**src/hw/rtl/spq_pkg.sv**
```systemverilog
// Shared types and constants of the sorted priority queue.
package spq_pkg;

    localparam int VALUE_W  = 32;
    localparam int PRIO_W   = 16;
    localparam int STATUS_W = 2;
    localparam int COUNT_W  = 5;

    typedef enum logic {
        OP_INSERT = 1'b0,
        OP_REMOVE = 1'b1
    } t_opcode;

    typedef enum logic [STATUS_W-1:0] {
        ST_DONE     = 2'd0,
        ST_FULL     = 2'd1,
        ST_NO_MATCH = 2'd2
    } t_status;

    typedef struct packed {
        logic                      insert_en;
        logic                      remove_en;
        logic signed [VALUE_W-1:0] value;
        logic [PRIO_W-1:0]         prio;
    } t_cmd;

endpackage

```
**src/hw/rtl/sorted_priority_queue_top.sv**
```systemverilog
// Top level of the sorted priority queue: a row of slot cells and the count.
// Each command is taken in the cycle in which start is high, and busy never rises, so a
// new command may follow in every cycle. All slot cells compare against the command and
// shift by one place in that same cycle; the result strobe o_done rises in the next cycle
// with the status, the new head entry and the count. The remove search passes a found
// flag along the whole row of cells, which sets the clock period for large capacities.
module sorted_priority_queue_top #(
    parameter int CAPACITY = 16
) (
    input  logic                               i_clk,
    input  logic                               i_rst_n,
    input  logic                               start,
    output logic                               busy,
    input  logic                               i_opcode,
    input  logic signed [spq_pkg::VALUE_W-1:0] i_item_value,
    input  logic [spq_pkg::PRIO_W-1:0]         i_item_priority,
    output logic                               o_done,
    output logic [spq_pkg::STATUS_W-1:0]       o_status,
    output logic                               o_head_valid,
    output logic signed [spq_pkg::VALUE_W-1:0] o_head_value,
    output logic [spq_pkg::PRIO_W-1:0]         o_head_priority,
    output logic [spq_pkg::COUNT_W-1:0]        o_entry_count
);
    import spq_pkg::*;

    localparam int CNT_W = $clog2(CAPACITY + 1);

    logic                      r_done;
    t_status                   r_status;
    t_status                   n_status;
    logic [CNT_W-1:0]          r_count;
    logic [CNT_W-1:0]          n_count;
    logic                      w_full;
    t_cmd                      w_cmd;
    logic                      w_ge    [CAPACITY];
    logic                      w_found [CAPACITY+1];
    logic signed [VALUE_W-1:0] w_value [CAPACITY];
    logic [PRIO_W-1:0]         w_prio  [CAPACITY];
    logic [CNT_W+COUNT_W-1:0]  w_count_ext;

    assign busy   = 1'b0;
    assign w_full = (r_count == CNT_W'(CAPACITY));

    always_comb begin
        w_cmd.insert_en = start && (t_opcode'(i_opcode) == OP_INSERT) && !w_full;
        w_cmd.remove_en = start && (t_opcode'(i_opcode) == OP_REMOVE);
        w_cmd.value     = i_item_value;
        w_cmd.prio      = i_item_priority;
    end

    assign w_found[0] = 1'b0;

    for (genvar g = 0; g < CAPACITY; g++) begin : g_cell
        logic                      w_prev_ge;
        logic signed [VALUE_W-1:0] w_prev_value;
        logic [PRIO_W-1:0]         w_prev_prio;
        logic signed [VALUE_W-1:0] w_next_value;
        logic [PRIO_W-1:0]         w_next_prio;

        if (g == 0) begin : g_first
            assign w_prev_ge    = 1'b1;
            assign w_prev_value = i_item_value;
            assign w_prev_prio  = i_item_priority;
        end else begin : g_inner
            assign w_prev_ge    = w_ge[g-1];
            assign w_prev_value = w_value[g-1];
            assign w_prev_prio  = w_prio[g-1];
        end

        if (g == CAPACITY - 1) begin : g_last
            assign w_next_value = w_value[g];
            assign w_next_prio  = w_prio[g];
        end else begin : g_body
            assign w_next_value = w_value[g+1];
            assign w_next_prio  = w_prio[g+1];
        end

        spq_cell u_cell (
            .i_clk           (i_clk),
            .i_cmd           (w_cmd),
            .i_held          (CNT_W'(g) < r_count),
            .i_prev_ge       (w_prev_ge),
            .i_prev_value    (w_prev_value),
            .i_prev_priority (w_prev_prio),
            .i_next_value    (w_next_value),
            .i_next_priority (w_next_prio),
            .i_found_in      (w_found[g]),
            .o_ge            (w_ge[g]),
            .o_found_out     (w_found[g+1]),
            .o_value         (w_value[g]),
            .o_priority      (w_prio[g])
        );
    end

    always_comb begin
        n_count  = r_count;
        n_status = ST_DONE;
        if (t_opcode'(i_opcode) == OP_INSERT) begin
            if (w_full) begin
                n_status = ST_FULL;
            end else begin
                n_count = r_count + CNT_W'(1);
            end
        end else begin
            if (w_found[CAPACITY]) begin
                n_count = r_count - CNT_W'(1);
            end else begin
                n_status = ST_NO_MATCH;
            end
        end
    end

    always_ff @(posedge i_clk) begin
        if (!i_rst_n) begin
            r_done  <= 1'b0;
            r_count <= '0;
        end else begin
            r_done <= start;
            if (start) begin
                r_count <= n_count;
            end
        end
    end

    always_ff @(posedge i_clk) begin
        if (start) begin
            r_status <= n_status;
        end
    end

    assign w_count_ext     = {{COUNT_W{1'b0}}, r_count};
    assign o_done          = r_done;
    assign o_status        = r_status;
    assign o_head_valid    = (r_count != '0);
    assign o_head_value    = o_head_valid ? w_value[0] : '0;
    assign o_head_priority = o_head_valid ? w_prio[0] : '0;
    assign o_entry_count   = w_count_ext[COUNT_W-1:0];

endmodule

```
**src/hw/rtl/spq_cell.sv**
```systemverilog
// One slot of the queue: holds an entry and shifts it towards either neighbour.
module spq_cell (
    input  logic                               i_clk,
    input  spq_pkg::t_cmd                      i_cmd,
    input  logic                               i_held,
    input  logic                               i_prev_ge,
    input  logic signed [spq_pkg::VALUE_W-1:0] i_prev_value,
    input  logic [spq_pkg::PRIO_W-1:0]         i_prev_priority,
    input  logic signed [spq_pkg::VALUE_W-1:0] i_next_value,
    input  logic [spq_pkg::PRIO_W-1:0]         i_next_priority,
    input  logic                               i_found_in,
    output logic                               o_ge,
    output logic                               o_found_out,
    output logic signed [spq_pkg::VALUE_W-1:0] o_value,
    output logic [spq_pkg::PRIO_W-1:0]         o_priority
);
    import spq_pkg::*;

    logic signed [VALUE_W-1:0] r_value;
    logic signed [VALUE_W-1:0] n_value;
    logic [PRIO_W-1:0]         r_priority;
    logic [PRIO_W-1:0]         n_priority;

    assign o_ge        = i_held && (r_priority >= i_cmd.prio);
    assign o_found_out = i_found_in || (i_held && (r_value == i_cmd.value));
    assign o_value     = r_value;
    assign o_priority  = r_priority;

    always_comb begin
        n_value    = r_value;
        n_priority = r_priority;
        if (i_cmd.insert_en && !o_ge) begin
            if (i_prev_ge) begin
                n_value    = i_cmd.value;
                n_priority = i_cmd.prio;
            end else begin
                n_value    = i_prev_value;
                n_priority = i_prev_priority;
            end
        end else if (i_cmd.remove_en && o_found_out) begin
            n_value    = i_next_value;
            n_priority = i_next_priority;
        end
    end

    always_ff @(posedge i_clk) begin
        r_value    <= n_value;
        r_priority <= n_priority;
    end

endmodule

```
**config.mk**
```make
export PLATFORM = sky130hd
export DESIGN_NAME = sorted_priority_queue_top
export DESIGN_NICKNAME = d
export VERILOG_FILES = /design/src/hw/rtl/spq_pkg.sv /design/src/hw/rtl/sorted_priority_queue_top.sv /design/src/hw/rtl/spq_cell.sv
export SDC_FILE = /design/constraint.sdc
export NUM_CORES = 2
export LEC_CHECK = 0
export ABC_CLOCK_PERIOD_IN_PS = 11400
export BUFFER_PORTS_ARGS = -buffer_cell sky130_fd_sc_hd__buf_4
export CORE_UTILIZATION = 27
export DETAILED_ROUTE_END_ITERATION = 12
export GPL_ROUTABILITY_DRIVEN = 0
export GPL_TIMING_DRIVEN = 0
export SETUP_SLACK_MARGIN = 0.02
export SYNTH_ARGS = -nofsm -noshare
export SYNTH_HDL_FRONTEND = slang
export SYNTH_SLANG_ARGS = --single-unit
```
**constraint.sdc**
```tcl
create_clock -name i_clk -period 11.4 [get_ports i_clk]
set_input_delay 2.28 -clock i_clk [delete_from_list [all_inputs] [get_ports i_clk]]
set_output_delay 2.28 -clock i_clk [all_outputs]
set_load 0.02 [all_outputs]
```
## Word level (Yosys, flattened, before mapping)

Index checks and enable logic that the tools add are counted.

| operators by class | value |
|---|---|
| $add $sub $neg | 2 |
| order comparisons | 32 |
| equal/unequal tests | 19 |
| multiplexer cells | 98 |
| bitwise logic cells | 1 |
| reductions and logical operators | 115 |

Operators with widths:

| operator | number |
|---|---|
| 32-bit 2-to-1 mux | 46 |
| 16-bit 2-to-1 mux | 46 |
| 32-bit == test | 16 |
| 16-bit >= comparator | 16 |
| 1-bit logical AND | 66 |
| 4-bit by 5-bit < comparator with 1-bit output, first input constant | 8 |
| 2-bit nonzero test | 15 |
| 3-bit by 5-bit < comparator with 1-bit output, first input constant | 4 |
| 1-bit zero test | 17 |
| 1-bit logical OR | 15 |
| 5-bit 2-to-1 mux | 3 |
| 1-bit by 5-bit < comparator with 1-bit output, first input constant | 2 |
| 2-bit by 5-bit < comparator with 1-bit output, first input constant | 2 |
| 5-bit by 1-bit adder with 5-bit output, second input constant | 1 |
| 5-bit == test, second input constant | 1 |
| 5-bit nonzero test | 1 |
| 5-bit by 1-bit subtractor with 5-bit output, second input constant | 1 |
| 2-bit 2-to-1 mux | 2 |
| 3-bit AND reduction | 1 |
| 2-bit by 1-bit != test with 1-bit output, second input constant | 1 |
| 2-bit != test, second input constant | 1 |
| 1-bit 2-to-1 mux | 1 |
| 1-bit NOT | 1 |

| word-level totals | value |
|---|---|
| register bits | 776 |
| input bits | 52 |
| output and inout bits | 58 |
| logic and storage cells | 302 |

## Longest topological paths before layout

| logic depth | value |
|---|---|
| depth after elaboration | 19 |
| mapped depth | 14 |
| mapped depth without buffers | 11 |

## Hierarchy

A second synthesis with hierarchy kept.

| unflattened totals | value |
|---|---|
| cells, all modules | 4,240 |
| area, all modules | 55,858.6 µm² |

By module, submodules not included:

| module | instances | cells each | area each (µm²) | sequential area each (µm²) |
|---|---|---|---|---|
| spq_cell (g_cell[2].u_cell ...) | 8 | 255 | 3,437.0 | 1,441.4 |
| spq_cell (g_cell[0].u_cell ...) | 8 | 259 | 3,429.5 | 1,441.4 |
| sorted_priority_queue_top | 1 | 128 | 925.9 | 180.2 |

## Worst setup path before layout

Ideal clock, no wire load.

| path | value |
|---|---|
| path kind | input to register |
| start point | input i_item_value[21] (netlist name) |
| end point | register g_cell[7].u_cell.r_priority[0] (enable) |
| library setup time | 520 ps |
| data arrival time | 7,258 ps |
| required time | 10,880 ps |
| setup slack | 3,622 ps |
| stages | 10 |
| path buffers | 2 |
| cell sequence | buf_2 > buf_4 > xor2_1 > nor4_1 > nand3_1 > or4_1 > nand4_1 > or3_1 > nor3_1 > o21ai_0 |

| on the way | value |
|---|---|
| longest elaborated chain between the ends | 11 |
| elaborated cells on any way between the ends | 25 |
| those cells by class | eq/ne (8); reduce/logical (17) |

Ends and longest elaborated chain:

| item | line | source |
|---|---|---|
| start: declaration | sorted_priority_queue_top.sv:15 | `input logic signed [spq_pkg::VALUE_W-1:0] i_item_value,` |
| 32-bit == test | spq_cell.sv:25 | `assign o_found_out = i_found_in \|\| (i_held && (r_value == i_cmd.value));` |
| 1-bit logical AND | spq_cell.sv:25 |  |
| 1-bit logical OR (6 in a row) | spq_cell.sv:25 |  |
| 1-bit logical OR * | spq_cell.sv:25 |  |
| 1-bit logical AND * | spq_cell.sv:40 | `end else if (i_cmd.remove_en && o_found_out) begin` |
| 2-bit nonzero test (no line) * | -- |  |
| end signal: assignment | spq_cell.sv:48 | `r_priority <= n_priority;` |
| end: declaration | spq_cell.sv:21 | `logic [PRIO_W-1:0] r_priority;` |

Every way passes the cells marked *; elsewhere a longest branch is shown, timed or not.
A chain may end at the register's enable or synchronous reset.

## Worst setup path in the final report

| path | value |
|---|---|
| start point | input i_item_priority[9] (netlist name) |
| end point | register g_cell[2].u_cell.r_priority[10] (enable) |

| on the way | value |
|---|---|
| longest elaborated chain between the ends | 5 |

Ends and longest elaborated chain:

| item | line | source |
|---|---|---|
| start: declaration | sorted_priority_queue_top.sv:16 | `input logic [spq_pkg::PRIO_W-1:0] i_item_priority,` |
| 16-bit >= comparator | spq_cell.sv:24 | `assign o_ge = i_held && (r_priority >= i_cmd.prio);` |
| 1-bit logical AND | spq_cell.sv:24 |  |
| 1-bit zero test | spq_cell.sv:32 | `if (i_cmd.insert_en && !o_ge) begin` |
| 1-bit logical AND | spq_cell.sv:32 |  |
| 2-bit nonzero test (no line) | -- |  |
| end signal: assignment | spq_cell.sv:48 |  |
| end: declaration | spq_cell.sv:21 |  |

No other way between the ends.

==> Implementation_results.wiki <==
{| class="wikitable"
! Metric !! Value
|-
| Final worst-path cycle share || 61.30%
|-
| Count of TritonRoute iterations in the first routing pass || 6
|-
| Dpl hpwl || 154700 um
|-
| Synth area leaders || sky130_fd_sc_hd__edfxtp_1 (45%), sky130_fd_sc_hd__mux2i_1 (11%), sky130_fd_sc_hd__ha_1 (6.4%)
|-
| GR Util met3 || 6.344%
|-
| Post-Synthesis Cell Area || 50870 sq um
|-
| Number of port buffers || 76
|-
| Power per standard cell area || 144.9 nW/um^2
|-
| Clock latency reported for the late side of the worst-skew pair || 0.73 ns
|-
| Max-cap viol count || 0
|-
| Final layout net count || 5284
|-
| Buffers inserted by post-CTS timing repair || 0
|-
| Post-route cell area || 58120 sq um
|-
| Post-synth EDFFs || 770
|-
| Class of the tightest hold or removal check || reg2reg
|-
| Relative slew slack || 7.589%
|-
| H-Tree Level Count || 3
|-
| Maximum clock frequency || 143.1 MHz
|-
| Clk sinks || 776
|-
| Flops & latches, synth || 776
|-
| Number of max-slew violations in the final report || 0
|-
| Detailed-route via count || 39870
|-
| Clock tree from TritonCTS || done
|-
| Cell chosen for the clock root || sky130_fd_sc_hd__clkbuf_16
|-
| Critical Path AT || 7.30 ns
|-
| Total power || 8.425 mW
|-
| Top-area cell type share of the netlist area || 45.46%
|-
| Utilization after layout || 31.21%
|-
| Gr busiest metal || met2
|-
| Initial Utilization || 27.31%
|-
| Sequential element share of the synthesized area || 45.69%
|-
| Outcome || complete, no violations
|-
| Library cell with the largest summed area after synthesis || sky130_fd_sc_hd__edfxtp_1
|-
| Clk slew on worst S/H paths || 0.06 ns
|-
| Final critical delay including setup and external delays || 6.988 ns
|-
| Share of synthesized flip-flops with an asynchronous set or reset || 0%
|-
| Fraction of met2 tracks used by global routing || 30.47%
|-
| Worst-Margin Slew || 1.374 ns
|-
| Clk buf depth || 3
|-
| Mean cell area of the mapped netlist || 10.62 sq um
|-
| Relative area change from synthesis to final layout || 14.27%
|-
| Detail-routed net length per standard cell || 25.44 um
|-
| Total CTS buffers || 92
|-
| Count of final setup violators || 0
|-
| 1st-iter DRT viols || 4426
|-
| Fraction of final layout cells sized beyond drive strength 1 || 11.23%
|-
| Vias in the first global route || 39660
|-
| Maximum vdd ir drop || 0.1310 mV
|-
| Leakage dissipation || 21.92 nW
|-
| Overall global routing resource usage || 19.41%
|-
| Initial antenna violation count || 30
|-
| Clock Skew || 0.03937 ns
|-
| Vertical extent of the die || 436.0 um
|-
| Placed inst area || 54940 sq um
|-
| Gate count after technology mapping || 4788
|-
| Number of nets still failing antenna checks after routing || 0
|-
| RSZ-0062 raised after global routing || false
|-
| Top_reg_cell synth || sky130_fd_sc_hd__edfxtp_1
|-
| Setup_tns || 0 ns
|-
| Post-cts sizing count || 0
|-
| Total length of routed wires || 191700 um
|-
| Critical path startpoint category || input port
|-
| Met1 track demand over resource in global routing || 25.27%
|-
| Cell row count || 158
|-
| Syn Nets || 5100
|-
| Count of different cell masters after synthesis || 59
|-
| Largest net degree at the start of global routing || 49
|-
| First-pass GRT wire length || 273400 um
|-
| Critical path capture point type || flip-flop
|-
| X dimension of the die || 436.0 um
|-
| Remaining design rule violation count || 0
|-
| Post-CTS Hold Buffers || 0
|-
| Total overflow reported by the global router || 0
|-
| Total die area || 190100 sq um
|-
| Largest driver fanout on the critical path || 48
|-
| Core area || 186200 sq um
|-
| Critical path type || in2reg
|-
| Data required time of the critical path || 11.71 ns
|-
| Vias/cell || 5.291
|-
| Total number of yosys warnings || 0
|-
| Num ports || 110
|-
| Hold Violations, Final || 0
|}
==> flip-flops by register name, summed over array words and instances, names as in the netlist <==
signal                    cells
g_cell.u_cell.o_value       512
o_status                      2
o_done                        1
g_cell.u_cell.o_priority    256
o_entry_count                 5
==> worst max-delay path: stages <==
cell,delay (ns)
sky130_fd_sc_hd__buf_4,0.15
sky130_fd_sc_hd__inv_1,0.72
sky130_fd_sc_hd__ha_1,0.38
sky130_fd_sc_hd__a21o_1,0.18
sky130_fd_sc_hd__a21o_1,0.16
sky130_fd_sc_hd__a21oi_1,0.26
sky130_fd_sc_hd__nand3b_1,0.12
sky130_fd_sc_hd__a31o_2,0.22
sky130_fd_sc_hd__a21oi_1,0.12
sky130_fd_sc_hd__buf_2,0.32
sky130_fd_sc_hd__and2_1,0.17
sky130_fd_sc_hd__clkbuf_1,0.47
sky130_fd_sc_hd__clkbuf_1,0.55
sky130_fd_sc_hd__or2_2,1.15
==> through the flow <==
stage,hold slack (ns),setup WS [ns],std cells
after floorplan,0.5446,3.622,4788
after global placement,0.5640,0.7217,7344
after detailed placement,0.5775,3.393,7357
after CTS,0.5926,4.091,7528
after global routing,0.6029,4.169,7531
final,0.5911,4.412,7535
==> logic make-up after synthesis <==
kind of cell | Yosys count | synth area share (%)
multiplexers | 758 | 15.38
adder cells (fa/ha/maj) | 260 | 6.396
XOR/XNOR | 512 | 8.816
AO/OA/AOI/OAI | 955 | 10.28
AND/OR/NAND/NOR | 1084 | 9.699
other | 1 | 0.007372
buffers and inverters | 442 | 3.722
flip-flops | 776 | 45.69
==> final timing paths <==
check,from,to,slack [ns],cells after the start
worst min-delay path,g_cell[15].u_cell.o_priority[5]$_DFFE_PP_,g_cell[14].u_cell.o_priority[5]$_DFFE_PP_,0.59,1
worst max register to register,o_entry_count[4]$_SDFFE_PN0P_,g_cell[14].u_cell.o_value[8]$_DFFE_PP_,5.84,11
worst min register to register,g_cell[15].u_cell.o_priority[5]$_DFFE_PP_,g_cell[14].u_cell.o_priority[5]$_DFFE_PP_,0.59,1
worst max-delay path,i_item_priority[9],g_cell[2].u_cell.o_priority[10]$_DFFE_PP_,4.41,14
==> area by class of cell <==
cell class	count	area (sq um)
Buffer	395	1718
Inverter	47	176.4
Fill cell	19270	128100
Multi-Input combinational cell	3570	25880
Antenna cell	6	15.01
Sequential cell	776	23240
Clock inverter	55	689.4
Timing Repair Buffer	90	865.8
Tap cell	2480	3103
Clock buffer	116	2432
==> synth_stat cells (60+ instances only) <==
library cell	n
sky130_fd_sc_hd__ha_1	260
sky130_fd_sc_hd__nor4_1	75
sky130_fd_sc_hd__nor2_1	569
sky130_fd_sc_hd__buf_2	82
sky130_fd_sc_hd__xnor2_1	259
sky130_fd_sc_hd__mux2_2	190
sky130_fd_sc_hd__a21oi_1	597
sky130_fd_sc_hd__nand4_1	101
sky130_fd_sc_hd__o21ai_0	187
sky130_fd_sc_hd__and2_1	60
sky130_fd_sc_hd__buf_1	71
sky130_fd_sc_hd__nand2_1	165
sky130_fd_sc_hd__edfxtp_1	770
sky130_fd_sc_hd__a21o_1	95
sky130_fd_sc_hd__xor2_1	253
sky130_fd_sc_hd__clkbuf_1	209
sky130_fd_sc_hd__mux2i_1	568
==> power by group <==
part           switching (mW)  internal (mW)
sequential              0.185           3.41
combinational            1.07          0.586
clock                    1.34           1.84
total                    2.59           5.83
==> cells in the final DEF, fill, tap and decap left out, types with 6 or more instances in the layout <==
cell type / count
sky130_fd_sc_hd__edfxtp_1: 770
sky130_fd_sc_hd__and2_1: 60
sky130_fd_sc_hd__clkinv_1: 12
sky130_fd_sc_hd__a21oi_1: 597
sky130_fd_sc_hd__buf_1: 71
sky130_fd_sc_hd__nand2b_1: 25
sky130_fd_sc_hd__o21ai_0: 184
sky130_fd_sc_hd__ha_1: 260
sky130_fd_sc_hd__a21o_1: 95
sky130_fd_sc_hd__mux2_2: 190
sky130_fd_sc_hd__xor2_1: 253
sky130_fd_sc_hd__inv_1: 47
sky130_fd_sc_hd__buf_4: 107
sky130_fd_sc_hd__a211oi_1: 14
sky130_fd_sc_hd__clkbuf_1: 228
sky130_fd_sc_hd__nor4_1: 75
sky130_fd_sc_hd__a31oi_1: 6
sky130_fd_sc_hd__diode_2: 6
sky130_fd_sc_hd__and3_1: 7
sky130_fd_sc_hd__a31o_2: 6
sky130_fd_sc_hd__nand2_1: 164
sky130_fd_sc_hd__nor3_1: 27
sky130_fd_sc_hd__xnor2_1: 259
sky130_fd_sc_hd__bufinv_16: 14
sky130_fd_sc_hd__clkinv_2: 20
sky130_fd_sc_hd__buf_2: 82
sky130_fd_sc_hd__clkbuf_16: 92
sky130_fd_sc_hd__nand4_1: 101
sky130_fd_sc_hd__mux2i_1: 568
sky130_fd_sc_hd__nor2_1: 569
sky130_fd_sc_hd__o21a_1: 10
sky130_fd_sc_hd__nand3_1: 20
sky130_fd_sc_hd__buf_12: 12
sky130_fd_sc_hd__dfxtp_1: 6
sky130_fd_sc_hd__nor2b_1: 11
==> metal layers <==
layer / part of all wire, % / vias to the layer above / wire length [um]
met5: 0.21 / - / 399
met4: 3.0 / 46 / 5724
met3: 10 / 334 / 19980
met2: 45 / 1820 / 86430
met1: 41 / 19870 / 79160
li1: - / 17800 / -
Note: power is estimated with default switching activity, not from simulation.
